<file path="config.mk">
export PLATFORM = sky130hd
export DESIGN_NAME = sha1_stream_hasher
export DESIGN_NICKNAME = d
export VERILOG_FILES = /design/src/hdl/sha1sh_pkg.sv /design/src/hdl/sha1_stream_hasher.sv
export SDC_FILE = /design/constraint.sdc
export NUM_CORES = 2
export LEC_CHECK = 0
export BUFFER_PORTS_ARGS = -buffer_cell sky130_fd_sc_hd__buf_2
export CAP_MARGIN = 10
export CORE_MARGIN = 3
export CORE_UTILIZATION = 40
export CTS_CLUSTER_SIZE = 30
export DETAILED_ROUTE_END_ITERATION = 6
export PLACE_DENSITY_LB_ADDON = 0.08
export SYNTH_ARGS = -nofsm -noshare
export SYNTH_HDL_FRONTEND = slang
export SYNTH_SLANG_ARGS = --single-unit
</file>
<file path="constraint.sdc">
create_clock -name clock -period 19.7 [get_ports clock]
set_clock_uncertainty 0.15 [all_clocks]
set_input_delay 1.97 -clock clock [delete_from_list [all_inputs] [get_ports clock]]
set_output_delay 1.97 -clock clock [all_outputs]
set_load 0.005 [all_outputs]
</file>
<file path="src/hdl/sha1sh_pkg.sv">
// Shared constants for the SHA-1 stream hasher: initial chaining values,
// round constants and the helper for the round function.
// No dependencies.
package sha1sh_pkg;

   localparam int WordWidth  = 32;
   localparam int CountWidth = 61;
   localparam int NumRounds  = 80;

   localparam logic [WordWidth-1:0] Init0 = 32'h67452301;
   localparam logic [WordWidth-1:0] Init1 = 32'hEFCDAB89;
   localparam logic [WordWidth-1:0] Init2 = 32'h98BADCFE;
   localparam logic [WordWidth-1:0] Init3 = 32'h10325476;
   localparam logic [WordWidth-1:0] Init4 = 32'hC3D2E1F0;

   localparam logic [WordWidth-1:0] K0 = 32'h5A827999;
   localparam logic [WordWidth-1:0] K1 = 32'h6ED9EBA1;
   localparam logic [WordWidth-1:0] K2 = 32'h8F1BBCDC;
   localparam logic [WordWidth-1:0] K3 = 32'hCA62C1D6;

   localparam logic [7:0] PadByte = 8'h80;

   localparam logic FuncAbsorb = 1'b0;
   localparam logic FuncFinish = 1'b1;

   typedef logic [WordWidth-1:0] word_type;

   // Round function and constant, selected by the round number.
   function automatic word_type round_f(input logic [6:0] rnd, input word_type b,
                                        input word_type c, input word_type d);
      if (rnd < 7'd20)
         return (b & c) | (~b & d);
      else if (rnd < 7'd40)
         return b ^ c ^ d;
      else if (rnd < 7'd60)
         return (b & c) | (b & d) | (c & d);
      else
         return b ^ c ^ d;
   endfunction

   function automatic word_type round_k(input logic [6:0] rnd);
      if (rnd < 7'd20)
         return K0;
      else if (rnd < 7'd40)
         return K1;
      else if (rnd < 7'd60)
         return K2;
      else
         return K3;
   endfunction

endpackage

</file>
<file path="src/hdl/sha1_stream_hasher.sv">
// SHA-1 stream hasher: the byte packer, the block memory, the round engine,
// the padding sequencer and the digest output, all in one module.
// Depends on sha1sh_pkg.
//
// An absorb transfer is taken while the hasher is idle. When it completes a
// 64-byte block the block is compressed: the load state starts the block
// memory read, 80 rounds follow at one round a cycle and the add state adds
// into the chaining words, with req_stall high throughout. The round engine
// and the single read port of the 16-word block memory limit the throughput.
// A finish transfer writes the padding one word a cycle, compresses one or
// two blocks and then offers the five digest words, most significant first,
// with rsp_last_word on the fifth. No new request is taken until the fifth
// word has been transferred; the hash state is then back at its initial
// values.
module sha1_stream_hasher (
   input  logic        clock,
   input  logic        reset,
   input  logic        req_valid,
   output logic        req_stall,
   input  logic        req_func,
   input  logic [7:0]  req_data_byte,
   output logic        rsp_valid,
   input  logic        rsp_stall,
   output logic [31:0] rsp_digest_word,
   output logic        rsp_last_word
);

   localparam logic [2:0] StIdle  = 3'd0;
   localparam logic [2:0] StPad   = 3'd1;
   localparam logic [2:0] StLoad  = 3'd2;
   localparam logic [2:0] StRound = 3'd3;
   localparam logic [2:0] StAdd   = 3'd4;
   localparam logic [2:0] StOut   = 3'd5;

   logic [2:0] state_ff, state_in;
   logic [sha1sh_pkg::CountWidth-1:0] count_ff, count_in;
   sha1sh_pkg::word_type chain_ff [5];
   sha1sh_pkg::word_type chain_in [5];
   sha1sh_pkg::word_type a_ff, b_ff, c_ff, d_ff, e_ff;
   sha1sh_pkg::word_type a_in, b_in, c_in, d_in, e_in;
   logic [15:0][31:0] win_ff, win_in;
   logic [6:0] rnd_ff, rnd_in;
   sha1sh_pkg::word_type word_ff, word_in;
   logic [3:0] pw_ff, pw_in;
   logic       first_ff, first_in;
   logic       len_blk_ff, len_blk_in;
   logic       fin_ff, fin_in;
   logic [2:0] oi_ff, oi_in;

   // Block memory, one write and one registered read port.
   sha1sh_pkg::word_type mem [16];
   sha1sh_pkg::word_type rdata_ff;
   logic                 mem_we;
   logic [3:0]           mem_waddr, mem_raddr;
   sha1sh_pkg::word_type mem_wdata;

   logic [5:0]           pos;
   logic [1:0]           lane;
   logic [4:0]           lane_sh;
   logic [63:0]          bits;
   sha1sh_pkg::word_type first_word, sched_w, w, tmp;
   logic                 req_xfer, rsp_xfer;

   assign req_xfer = req_valid && !req_stall;
   assign rsp_xfer = rsp_valid && !rsp_stall;
   assign req_stall = (state_ff != StIdle);
   assign rsp_valid = (state_ff == StOut);
   assign rsp_digest_word = chain_ff[oi_ff];
   assign rsp_last_word = (oi_ff == 3'd4);

   assign pos     = count_ff[5:0];
   assign lane    = pos[1:0];
   assign lane_sh = {lane, 3'b000};
   assign bits    = {count_ff, 3'b000};

   // Pad word: earlier lanes kept, 0x80 at the current lane, zeros after.
   assign first_word = (word_ff & ~(32'hFFFFFFFF >> lane_sh)) |
                       ({sha1sh_pkg::PadByte, 24'h000000} >> lane_sh);

   assign sched_w = win_ff[13] ^ win_ff[8] ^ win_ff[2] ^ win_ff[0];
   assign w       = (rnd_ff < 7'd16) ? rdata_ff : {sched_w[30:0], sched_w[31]};
   assign tmp     = {a_ff[26:0], a_ff[31:27]} +
                    sha1sh_pkg::round_f(rnd_ff, b_ff, c_ff, d_ff) + e_ff + w +
                    sha1sh_pkg::round_k(rnd_ff);

   assign mem_raddr = (state_ff == StRound) ? (rnd_ff[3:0] + 4'd1) : 4'd0;

   always_ff @(posedge clock) begin
      if (mem_we) begin
         mem[mem_waddr] <= mem_wdata;
      end
      rdata_ff <= mem[mem_raddr];
   end

   always_comb begin
      state_in   = state_ff;
      count_in   = count_ff;
      chain_in   = chain_ff;
      a_in = a_ff; b_in = b_ff; c_in = c_ff; d_in = d_ff; e_in = e_ff;
      win_in     = win_ff;
      rnd_in     = rnd_ff;
      word_in    = word_ff;
      pw_in      = pw_ff;
      first_in   = first_ff;
      len_blk_in = len_blk_ff;
      fin_in     = fin_ff;
      oi_in      = oi_ff;
      mem_we     = 1'b0;
      mem_waddr  = pos[5:2];
      mem_wdata  = word_ff;

      unique case (state_ff)
         StIdle: begin
            if (req_xfer) begin
               if (req_func == sha1sh_pkg::FuncAbsorb) begin
                  word_in = (word_ff & ~(32'hFF000000 >> lane_sh)) |
                            ({req_data_byte, 24'h000000} >> lane_sh);
                  count_in = count_ff + 1'b1;
                  if (lane == 2'd3) begin
                     mem_we    = 1'b1;
                     mem_wdata = word_in;
                  end
                  if (pos == 6'd63) begin
                     fin_in   = 1'b0;
                     state_in = StLoad;
                  end
               end else begin
                  fin_in     = 1'b1;
                  first_in   = 1'b1;
                  pw_in      = pos[5:2];
                  len_blk_in = (pos < 6'd56);
                  state_in   = StPad;
               end
            end
         end
         StPad: begin
            mem_we    = 1'b1;
            mem_waddr = pw_ff;
            if (first_ff)
               mem_wdata = first_word;
            else if (len_blk_ff && pw_ff == 4'd14)
               mem_wdata = bits[63:32];
            else if (len_blk_ff && pw_ff == 4'd15)
               mem_wdata = bits[31:0];
            else
               mem_wdata = '0;
            first_in = 1'b0;
            pw_in    = pw_ff + 4'd1;
            if (pw_ff == 4'd15) begin
               state_in = StLoad;
            end
         end
         StLoad: begin
            a_in = chain_ff[0]; b_in = chain_ff[1]; c_in = chain_ff[2];
            d_in = chain_ff[3]; e_in = chain_ff[4];
            rnd_in   = '0;
            state_in = StRound;
         end
         StRound: begin
            win_in = {w, win_ff[15:1]};
            e_in = d_ff;
            d_in = c_ff;
            c_in = {b_ff[1:0], b_ff[31:2]};
            b_in = a_ff;
            a_in = tmp;
            rnd_in = rnd_ff + 7'd1;
            if (rnd_ff == 7'(sha1sh_pkg::NumRounds - 1)) begin
               state_in = StAdd;
            end
         end
         StAdd: begin
            chain_in[0] = chain_ff[0] + a_ff;
            chain_in[1] = chain_ff[1] + b_ff;
            chain_in[2] = chain_ff[2] + c_ff;
            chain_in[3] = chain_ff[3] + d_ff;
            chain_in[4] = chain_ff[4] + e_ff;
            if (!fin_ff) begin
               state_in = StIdle;
            end else if (len_blk_ff) begin
               oi_in    = '0;
               state_in = StOut;
            end else begin
               len_blk_in = 1'b1;
               pw_in      = '0;
               state_in   = StPad;
            end
         end
         StOut: begin
            if (rsp_xfer) begin
               oi_in = oi_ff + 3'd1;
               if (oi_ff == 3'd4) begin
                  chain_in[0] = sha1sh_pkg::Init0;
                  chain_in[1] = sha1sh_pkg::Init1;
                  chain_in[2] = sha1sh_pkg::Init2;
                  chain_in[3] = sha1sh_pkg::Init3;
                  chain_in[4] = sha1sh_pkg::Init4;
                  count_in    = '0;
                  state_in    = StIdle;
               end
            end
         end
         default: begin
            state_in = StIdle;
         end
      endcase
   end

   always_ff @(posedge clock) begin
      if (reset) begin
         state_ff    <= StIdle;
         count_ff    <= '0;
         chain_ff[0] <= sha1sh_pkg::Init0;
         chain_ff[1] <= sha1sh_pkg::Init1;
         chain_ff[2] <= sha1sh_pkg::Init2;
         chain_ff[3] <= sha1sh_pkg::Init3;
         chain_ff[4] <= sha1sh_pkg::Init4;
         rnd_ff      <= '0;
         oi_ff       <= '0;
         fin_ff      <= 1'b0;
         first_ff    <= 1'b0;
         len_blk_ff  <= 1'b0;
         pw_ff       <= '0;
      end else begin
         state_ff   <= state_in;
         count_ff   <= count_in;
         chain_ff   <= chain_in;
         rnd_ff     <= rnd_in;
         oi_ff      <= oi_in;
         fin_ff     <= fin_in;
         first_ff   <= first_in;
         len_blk_ff <= len_blk_in;
         pw_ff      <= pw_in;
      end
   end

   always_ff @(posedge clock) begin
      a_ff    <= a_in;
      b_ff    <= b_in;
      c_ff    <= c_in;
      d_ff    <= d_in;
      e_ff    <= e_in;
      win_ff  <= win_in;
      word_ff <= word_in;
   end

   // After the final digest word is transferred the block is idle again.
   assert property (@(posedge clock) disable iff (reset)
      rsp_xfer && rsp_last_word |=> !rsp_valid && !req_stall)
      else $error("digest output did not end after the last word");

   // The round counter never passes the last round.
   assert property (@(posedge clock) disable iff (reset)
      state_ff == StRound |-> rnd_ff < 7'(sha1sh_pkg::NumRounds))
      else $error("round counter out of range");

   // An absorb transfer advances the byte count by exactly one.
   assert property (@(posedge clock) disable iff (reset)
      req_xfer && req_func == sha1sh_pkg::FuncAbsorb |=>
      count_ff == $past(count_ff) + 1'b1)
      else $error("byte count did not advance on absorb");

   // A full block always starts a compression.
   assert property (@(posedge clock) disable iff (reset)
      req_xfer && req_func == sha1sh_pkg::FuncAbsorb && pos == 6'd63 |=>
      state_ff == StLoad)
      else $error("full block not compressed");

endmodule
</file>
## Yosys cells after proc, flatten, opt, wreduce, memory -nomap -nowiden

Memory sizes are Yosys's and may differ from the RTL's. A register that Yosys moved wholly into a read port is not among the register bits.
Index checks and enable logic that the tools add are counted.

| storage, ports and cells | value |
|---|---|
| flip-flop bits (word level) | 945 |
| memory bits (writable) | 512 |
| bits of input ports | 13 |
| output and inout bits | 35 |
| logic and storage cells | 194 |
| memories | 1 |

| operators by class | value |
|---|---|
| add/sub/neg operators | 14 |
| magnitude comparators | 6 |
| equality and inequality tests | 22 |
| shifts and indexed selects | 4 |
| mux-type cells | 67 |
| bitwise logic cells | 21 |
| reductions and logical operators | 24 |

Memory list:

| memory | words | width | read ports | clocked after memory_dff | write ports | RTL line | RTL |
|---|---|---|---|---|---|---|---|
| mem | 16 | 32 | 1 | 1 | 1 | sha1_stream_hasher.sv:51 | `sha1sh_pkg::word_type mem [16];` |

Operators by type and width:

| kind | count |
|---|---|
| $mux W32 | 14 |
| $pmux W32 S2 | 6 |
| $mux W160 | 2 |
| $pmux W160 S2 | 1 |
| $add A32 B32 Y32 | 9 |
| $mux W61 | 4 |
| $and A32 B32 Y32 | 6 |
| $or A32 B32 Y32 | 5 |
| $xor A32 B32 Y32 | 5 |
| $pmux W61 S2 | 1 |
| $bmux W32 S3 | 1 |
| $not A32 Y32 | 3 |
| $shr A32 B5 Y32 const A | 3 |
| $add A61 B1 Y61 const B | 1 |
| $mux W3 | 12 |
| $shr A32 B5 Y32 | 1 |
| $mux W31 | 1 |
| $mux W4 | 6 |
| $pmux W3 S6 | 1 |
| $lt A7 B5 Y1 const B | 2 |
| $lt A7 B6 Y1 const B | 2 |
| $ne A2 B2 Y1 const B | 7 |
| $pmux W7 S2 | 1 |
| $mux W1 | 12 |
| 28 further kinds | 52 |

## Logic depth before layout (Yosys ltp)

| logic depth | value |
|---|---|
| depth after elaboration | 11 |
| mapped depth | 25 |
| depth with buffers taken out | 23 |

## Worst setup path after synthesis

No wires, ideal clock.

| timing path | value |
|---|---|
| kind | flip-flop to flip-flop |
| start point | register state_ff[1] |
| end point | register win_ff[0] (netlist name) (enable) |
| library setup time | 1.076 ns |
| arrival | 19.280 ns |
| required time | 18.474 ns |
| setup slack | -0.806 ns |
| stages on the path, launching flop included | 8 |
| buffers on the path | 3 |
| period minus slack after synthesis | 20.506 ns |
| cell sequence | dfxtp_1 > clkbuf_1 > nand2b_1 > inv_1 > nand2_1 > inv_1 > clkbuf_1 > clkbuf_1 |

| between the ends | value |
|---|---|
| cells in the longest elaborated chain, start to end | 1 |

RTL lines:

| item | RTL line | RTL |
|---|---|---|
| start, declared | sha1_stream_hasher.sv:35 | `logic [2:0] state_ff, state_in;` |
| start signal, assigned | sha1_stream_hasher.sv:210 | `state_ff <= StIdle;` |
| start signal, assigned | sha1_stream_hasher.sv:224 | `state_ff <= state_in;` |
| $eq A3 B2 Y1 | sha1_stream_hasher.sv:112 | `unique case (state_ff)` |
| end signal, assigned | sha1_stream_hasher.sv:242 | `win_ff <= win_in;` |
| end, declared | sha1_stream_hasher.sv:41 | `logic [15:0][31:0] win_ff, win_in;` |

Every way passes these cells.
A chain may end at the register's enable or synchronous reset.

## Worst setup path in the final report

| timing path | value |
|---|---|
| start point | register rnd_ff[4] |
| end point | register a_ff[30] (data pin) |

| between the ends | value |
|---|---|
| cells in the longest elaborated chain, start to end | 9 |
| elaborated cells on any way between the ends | 16 |
| those cells by class | 4 x add/sub; 4 x order compare; 8 x mux |

RTL lines:

| item | RTL line | RTL |
|---|---|---|
| start, declared | sha1_stream_hasher.sv:42 | `logic [6:0] rnd_ff, rnd_in;` |
| start signal, assigned | sha1_stream_hasher.sv:227 | `rnd_ff <= rnd_in;` |
| $lt A7 B6 Y1 | sha1sh_pkg.sv:35, sha1sh_pkg.sv:46 |  |
| $mux W32 | sha1sh_pkg.sv:35 | `else if (rnd < 7'd60)` |
| $mux W32 | sha1sh_pkg.sv:33 | `else if (rnd < 7'd40)` |
| $mux W32 | sha1sh_pkg.sv:31 | `if (rnd < 7'd20)` |
| $add A32 B32 Y32 | sha1_stream_hasher.sv:82 | `assign tmp = {a_ff[26:0], a_ff[31:27]} +` |
| $add A32 B32 Y32 (2 in series) | sha1_stream_hasher.sv:83 | `sha1sh_pkg::round_f(rnd_ff, b_ff, c_ff, d_ff) + e_ff + w +` |
| $add A32 B32 Y32 (*) | sha1_stream_hasher.sv:83 |  |
| $pmux W32 S2 (*) | sha1_stream_hasher.sv:112 |  |
| via a_in[30] | sha1_stream_hasher.sv:40 | `sha1sh_pkg::word_type a_in, b_in, c_in, d_in, e_in;` |
| end signal, assigned | sha1_stream_hasher.sv:237 | `a_ff <= a_in;` |
| end, declared | sha1_stream_hasher.sv:39 | `sha1sh_pkg::word_type a_ff, b_ff, c_ff, d_ff, e_ff;` |

Mark *: on every way through the listed nets, which the timed path passes. The rest lies on a longest branch.

==> results.yml <==
clocking:
  h-tree-depth: 4
  cts.sinks: 1489
  post_cts_resized: 0
  cts-root-buf: "clkbuf_16"
  cts_tree: "yes"
  ctsHoldBuffers: 0
  insertion_delay_ns: 0.80
  clk_pin_slew_ns: 0.06
  cts_made_buffers: 168
  postCtsSetupRepairBufs: 0
  cts_max_path_buffers: 3
finish:
  seq_area_um2: 42000
  num_antenna_cells: 0
  drive_gt1_frac: 0.0828
  syn_to_final_growth_pct: 12.3
  fill_cells: 15900
  fin_util: 0.454
  postLayoutCellArea_um2: 78300
  fin_nets: 6217
  multi_input_area_um2: 25700
logic_synthesis:
  ys_ff_latch: 1489
  yosys.area_share.simple: 0.110
  synth_edf_count: 1216
  synth_cells: 5835
  yosysWarnings: 0
  synth-seq-area-share: 0.602
  synth_area_per_cell_um2: 11.9
  synth_compound_area_frac: 0.117
  synthFlopType: "edfxtp_1"
  syn_nets: 6176
  synth_fa_ha_area_frac: 0.0723
  async_reset_ff_frac: 0
  synth_mux_area_frac: 0.0274
  synth_cell_types: 94
  synthXorXnorAreaFrac: 0.0383
  syn_area_um2: 69700
  synth_top_family_by_area: "compound AO/OA/AOI/OAI gates"
setup_path:
  worstRegToRegCells: 22
  slowest_stage: "fa_1"
  path_class: "reg2reg"
  cp_common_cell: "inv_1"
  required_ns: 20.08
  end_kind: "flip-flop"
  path_cells: "a41oi_1 > nand2_1 > buf_4 > inv_1 > buf_4 > a221o_1 > fa_1 > inv_1 > fa_1 > inv_1 > ha_1 > a21o_1 > a21o_1 > a2111o_1 > a41oi_2 > nor4_1 > o41ai_4 > o211ai_2 > or4_1 > a31oi_1 > xor2_1 > o21ai_1"
  crit_cells: 22
  crit_fanout: 19
  startpoint_type: "flip-flop"
  cp_top_family: "compound AO/OA/AOI/OAI gates"
  critPathArrivalTime_ns: 7.06
  worst-path-buf-inv: 5
  cp_slowest_stage_delay_ns: 0.58
global_routing:
  grt_use_total: 0.224
  grt_antenna_before_repair: 7
  grt_pass1_vias: 43900
  overflow: 0
  grt_max_degree: 181
  grt_pass1_wl_mm: 301
worst_hold_path:
  min_path_type: "reg2reg"
  min_path_cells: 0
floorplanning:
  dieArea_um2: 179000
  die_h_um: 423
  start_util: 0.404
  rows: 152
  pin_count: 48
  die_w_um: 423
  core_um2: 172000
sta:
  relSlewSlack: 0.274
  rsz0062_at_grt: "false"
  fin_crit_sh: 0.339
  setup_viol: 0
  worstMarginPinSlew_ns: 1.08
  slew_violations: 0
  fin_tns_setup_ns: 0
  fmax_mhz: 150
  period_needed_ns: 6.68
  finalHoldViolCount: 0
placement:
  hpwl_mm: 132
  dpl_cell_area_um2: 72800
  port_buffers: 47
  place.gp.congestion: 0.873
run:
  drv_cap: 0
routing:
  routed_via_density: 5.50
  drt-pass1-iter-count: 7
  antenna_left: 0
  drt-total-wl_mm: 203
  drt_iter0_drc: 3942
  vias: 45800
  drc: 0
  wl_per_cell_um: 24.4
power_and_ir_drop:
  power_density_nw_per_um2: 125
  ir_drop_v: 0.0000937
  leakagePower_nw: 28.2
status:
  status: "complete, no violations"
-- state kept, by name (all words and copies together) (netlist names) --
name        flops
mem           512
chain_ff      160
c_ff           32
pw_ff           4
e_ff           32
win_ff        512
count_ff       61
len_blk_ff      1
oi_ff           3
rnd_ff          7
word_ff        32
fin_ff          1
first_ff        1
rdata_ff       32
d_ff           32
state_ff        3
a_ff           32
b_ff           32
-- where the power goes --
group / total (W) / switching [W] / internal (W) / leakage (nW)
sequential: 0.00392 / 0.000146 / 0.00377 / 13.1
clock: 0.00311 / 0.00131 / 0.00181 / 2.67
combinational: 0.00278 / 0.00177 / 0.00101 / 12.4
-- per-stage QoR --
step	total power, W	cells	setup WS [ns]	hold slack [ns]
2_1_floorplan	0.00590	5835	7.09	0.250
3_3_place_gp	0.00676	8014	13.04	0.250
3_5_place_dp	0.00676	8014	13.04	0.255
4_1_cts	0.00992	8326	13.02	0.254
5_1_grt	0.0104	8328	12.55	0.259
6_report	0.00982	8328	13.02	0.256
-- final cells by class --
cell class / instances / share of cell area
clock buffer: 224 / 0.0589
clock inverter: 88 / 0.0109
inverter: 336 / 0.0163
multi-input combinational: 3736 / 0.328
sequential: 1489 / 0.536
tap: 2310 / 0.0369
timing repair buffer: 145 / 0.0127
-- placed cells by master, fill, tap and decap left out, types with 26 or more instances in the layout --
| cell type | synthesis | layout |
|---|---|---|
| clkbuf_16 | 0 | 172 |
| a21oi_1 | 253 | 253 |
| nand2b_1 | 71 | 70 |
| o21a_1 | 48 | 48 |
| a21o_1 | 90 | 90 |
| buf_2 | 3 | 46 |
| clkbuf_1 | 244 | 41 |
| fa_1 | 125 | 125 |
| mux2i_1 | 121 | 121 |
| nor2_1 | 274 | 253 |
| dfxtp_1 | 273 | 268 |
| a31oi_1 | 56 | 56 |
| buf_4 | 0 | 97 |
| clkinv_1 | 0 | 33 |
| o22ai_1 | 55 | 54 |
| nor2b_1 | 96 | 96 |
| ha_1 | 203 | 203 |
| a211oi_1 | 87 | 87 |
| a22oi_1 | 51 | 50 |
| o21bai_1 | 26 | 26 |
| inv_1 | 335 | 333 |
| and3_1 | 28 | 26 |
| edfxtp_1 | 1216 | 1216 |
| o21ai_0 | 284 | 276 |
| nand2_1 | 942 | 938 |
| nor3_1 | 51 | 50 |
| a311oi_1 | 97 | 97 |
| mux4_2 | 31 | 31 |
| nand4_1 | 29 | 29 |
| xnor2_1 | 202 | 202 |
| nand3_1 | 132 | 132 |
| xor2_1 | 103 | 103 |
-- per-layer routing --
metal	GRT usage	routed length [um]	vias to the layer above
li1	-	-	21300
met1	0.323	94300	23100
met2	0.358	94600	1153
met3	0.0332	9980	260
met4	0.0533	4360	4
met5	0	21	-
-- kinds of logic (layout without fill, tap and decap cells) --
group	count (synthesis)	in the layout
AND/OR/NAND/NOR	1724	1724
flip-flops	1489	1489
AO/OA/AOI/OAI	1227	1227
buffers and inverters	610	793
adder cells (fa/ha/maj)	328	328
XOR/XNOR	305	305
multiplexers	152	152
-- path summary, 6_finish.rpt --
| kind | slack, ns | start | end |
|---|---|---|---|
| max | 13.02 | rnd_ff[4] | a_ff[30] |
| min | 0.26 | win_ff[128] | win_ff[96] |
| max reg2reg | 13.02 | rnd_ff[4] | a_ff[30] |
| min reg2reg | 0.26 | win_ff[128] | win_ff[96] |
-- cells in the mapped netlist (all sizes together), types with 14 or more instances --
master  count  area share
nor3       53      0.0040
nand2     942       0.051
inv       336       0.018
ha        203       0.036
xor2      103       0.013
fa        125       0.036
o21a       48      0.0052
a311oi     97       0.012
mux4       31       0.010
dfxtp     273       0.078
nand3     134      0.0098
buf        30      0.0017
and3       28      0.0025
nor2      276       0.015
o221ai     17      0.0021
a21o       90      0.0097
a21oi     253       0.018
o21bai     26      0.0028
xnor2     202       0.025
nor2b      96      0.0086
edfxtp   1216        0.52
o21ai     291       0.021
nand4      30      0.0029
mux2i     121       0.017
a221oi     23      0.0030
o31ai      14      0.0015
a22oi      52      0.0057
clkbuf    244       0.013
a211oi     87      0.0094
nand2b     71      0.0064
a31oi      56      0.0050
a221o      25      0.0036
o22ai      55      0.0049
or3        26      0.0023
Power figures use the tool's default switching activity.
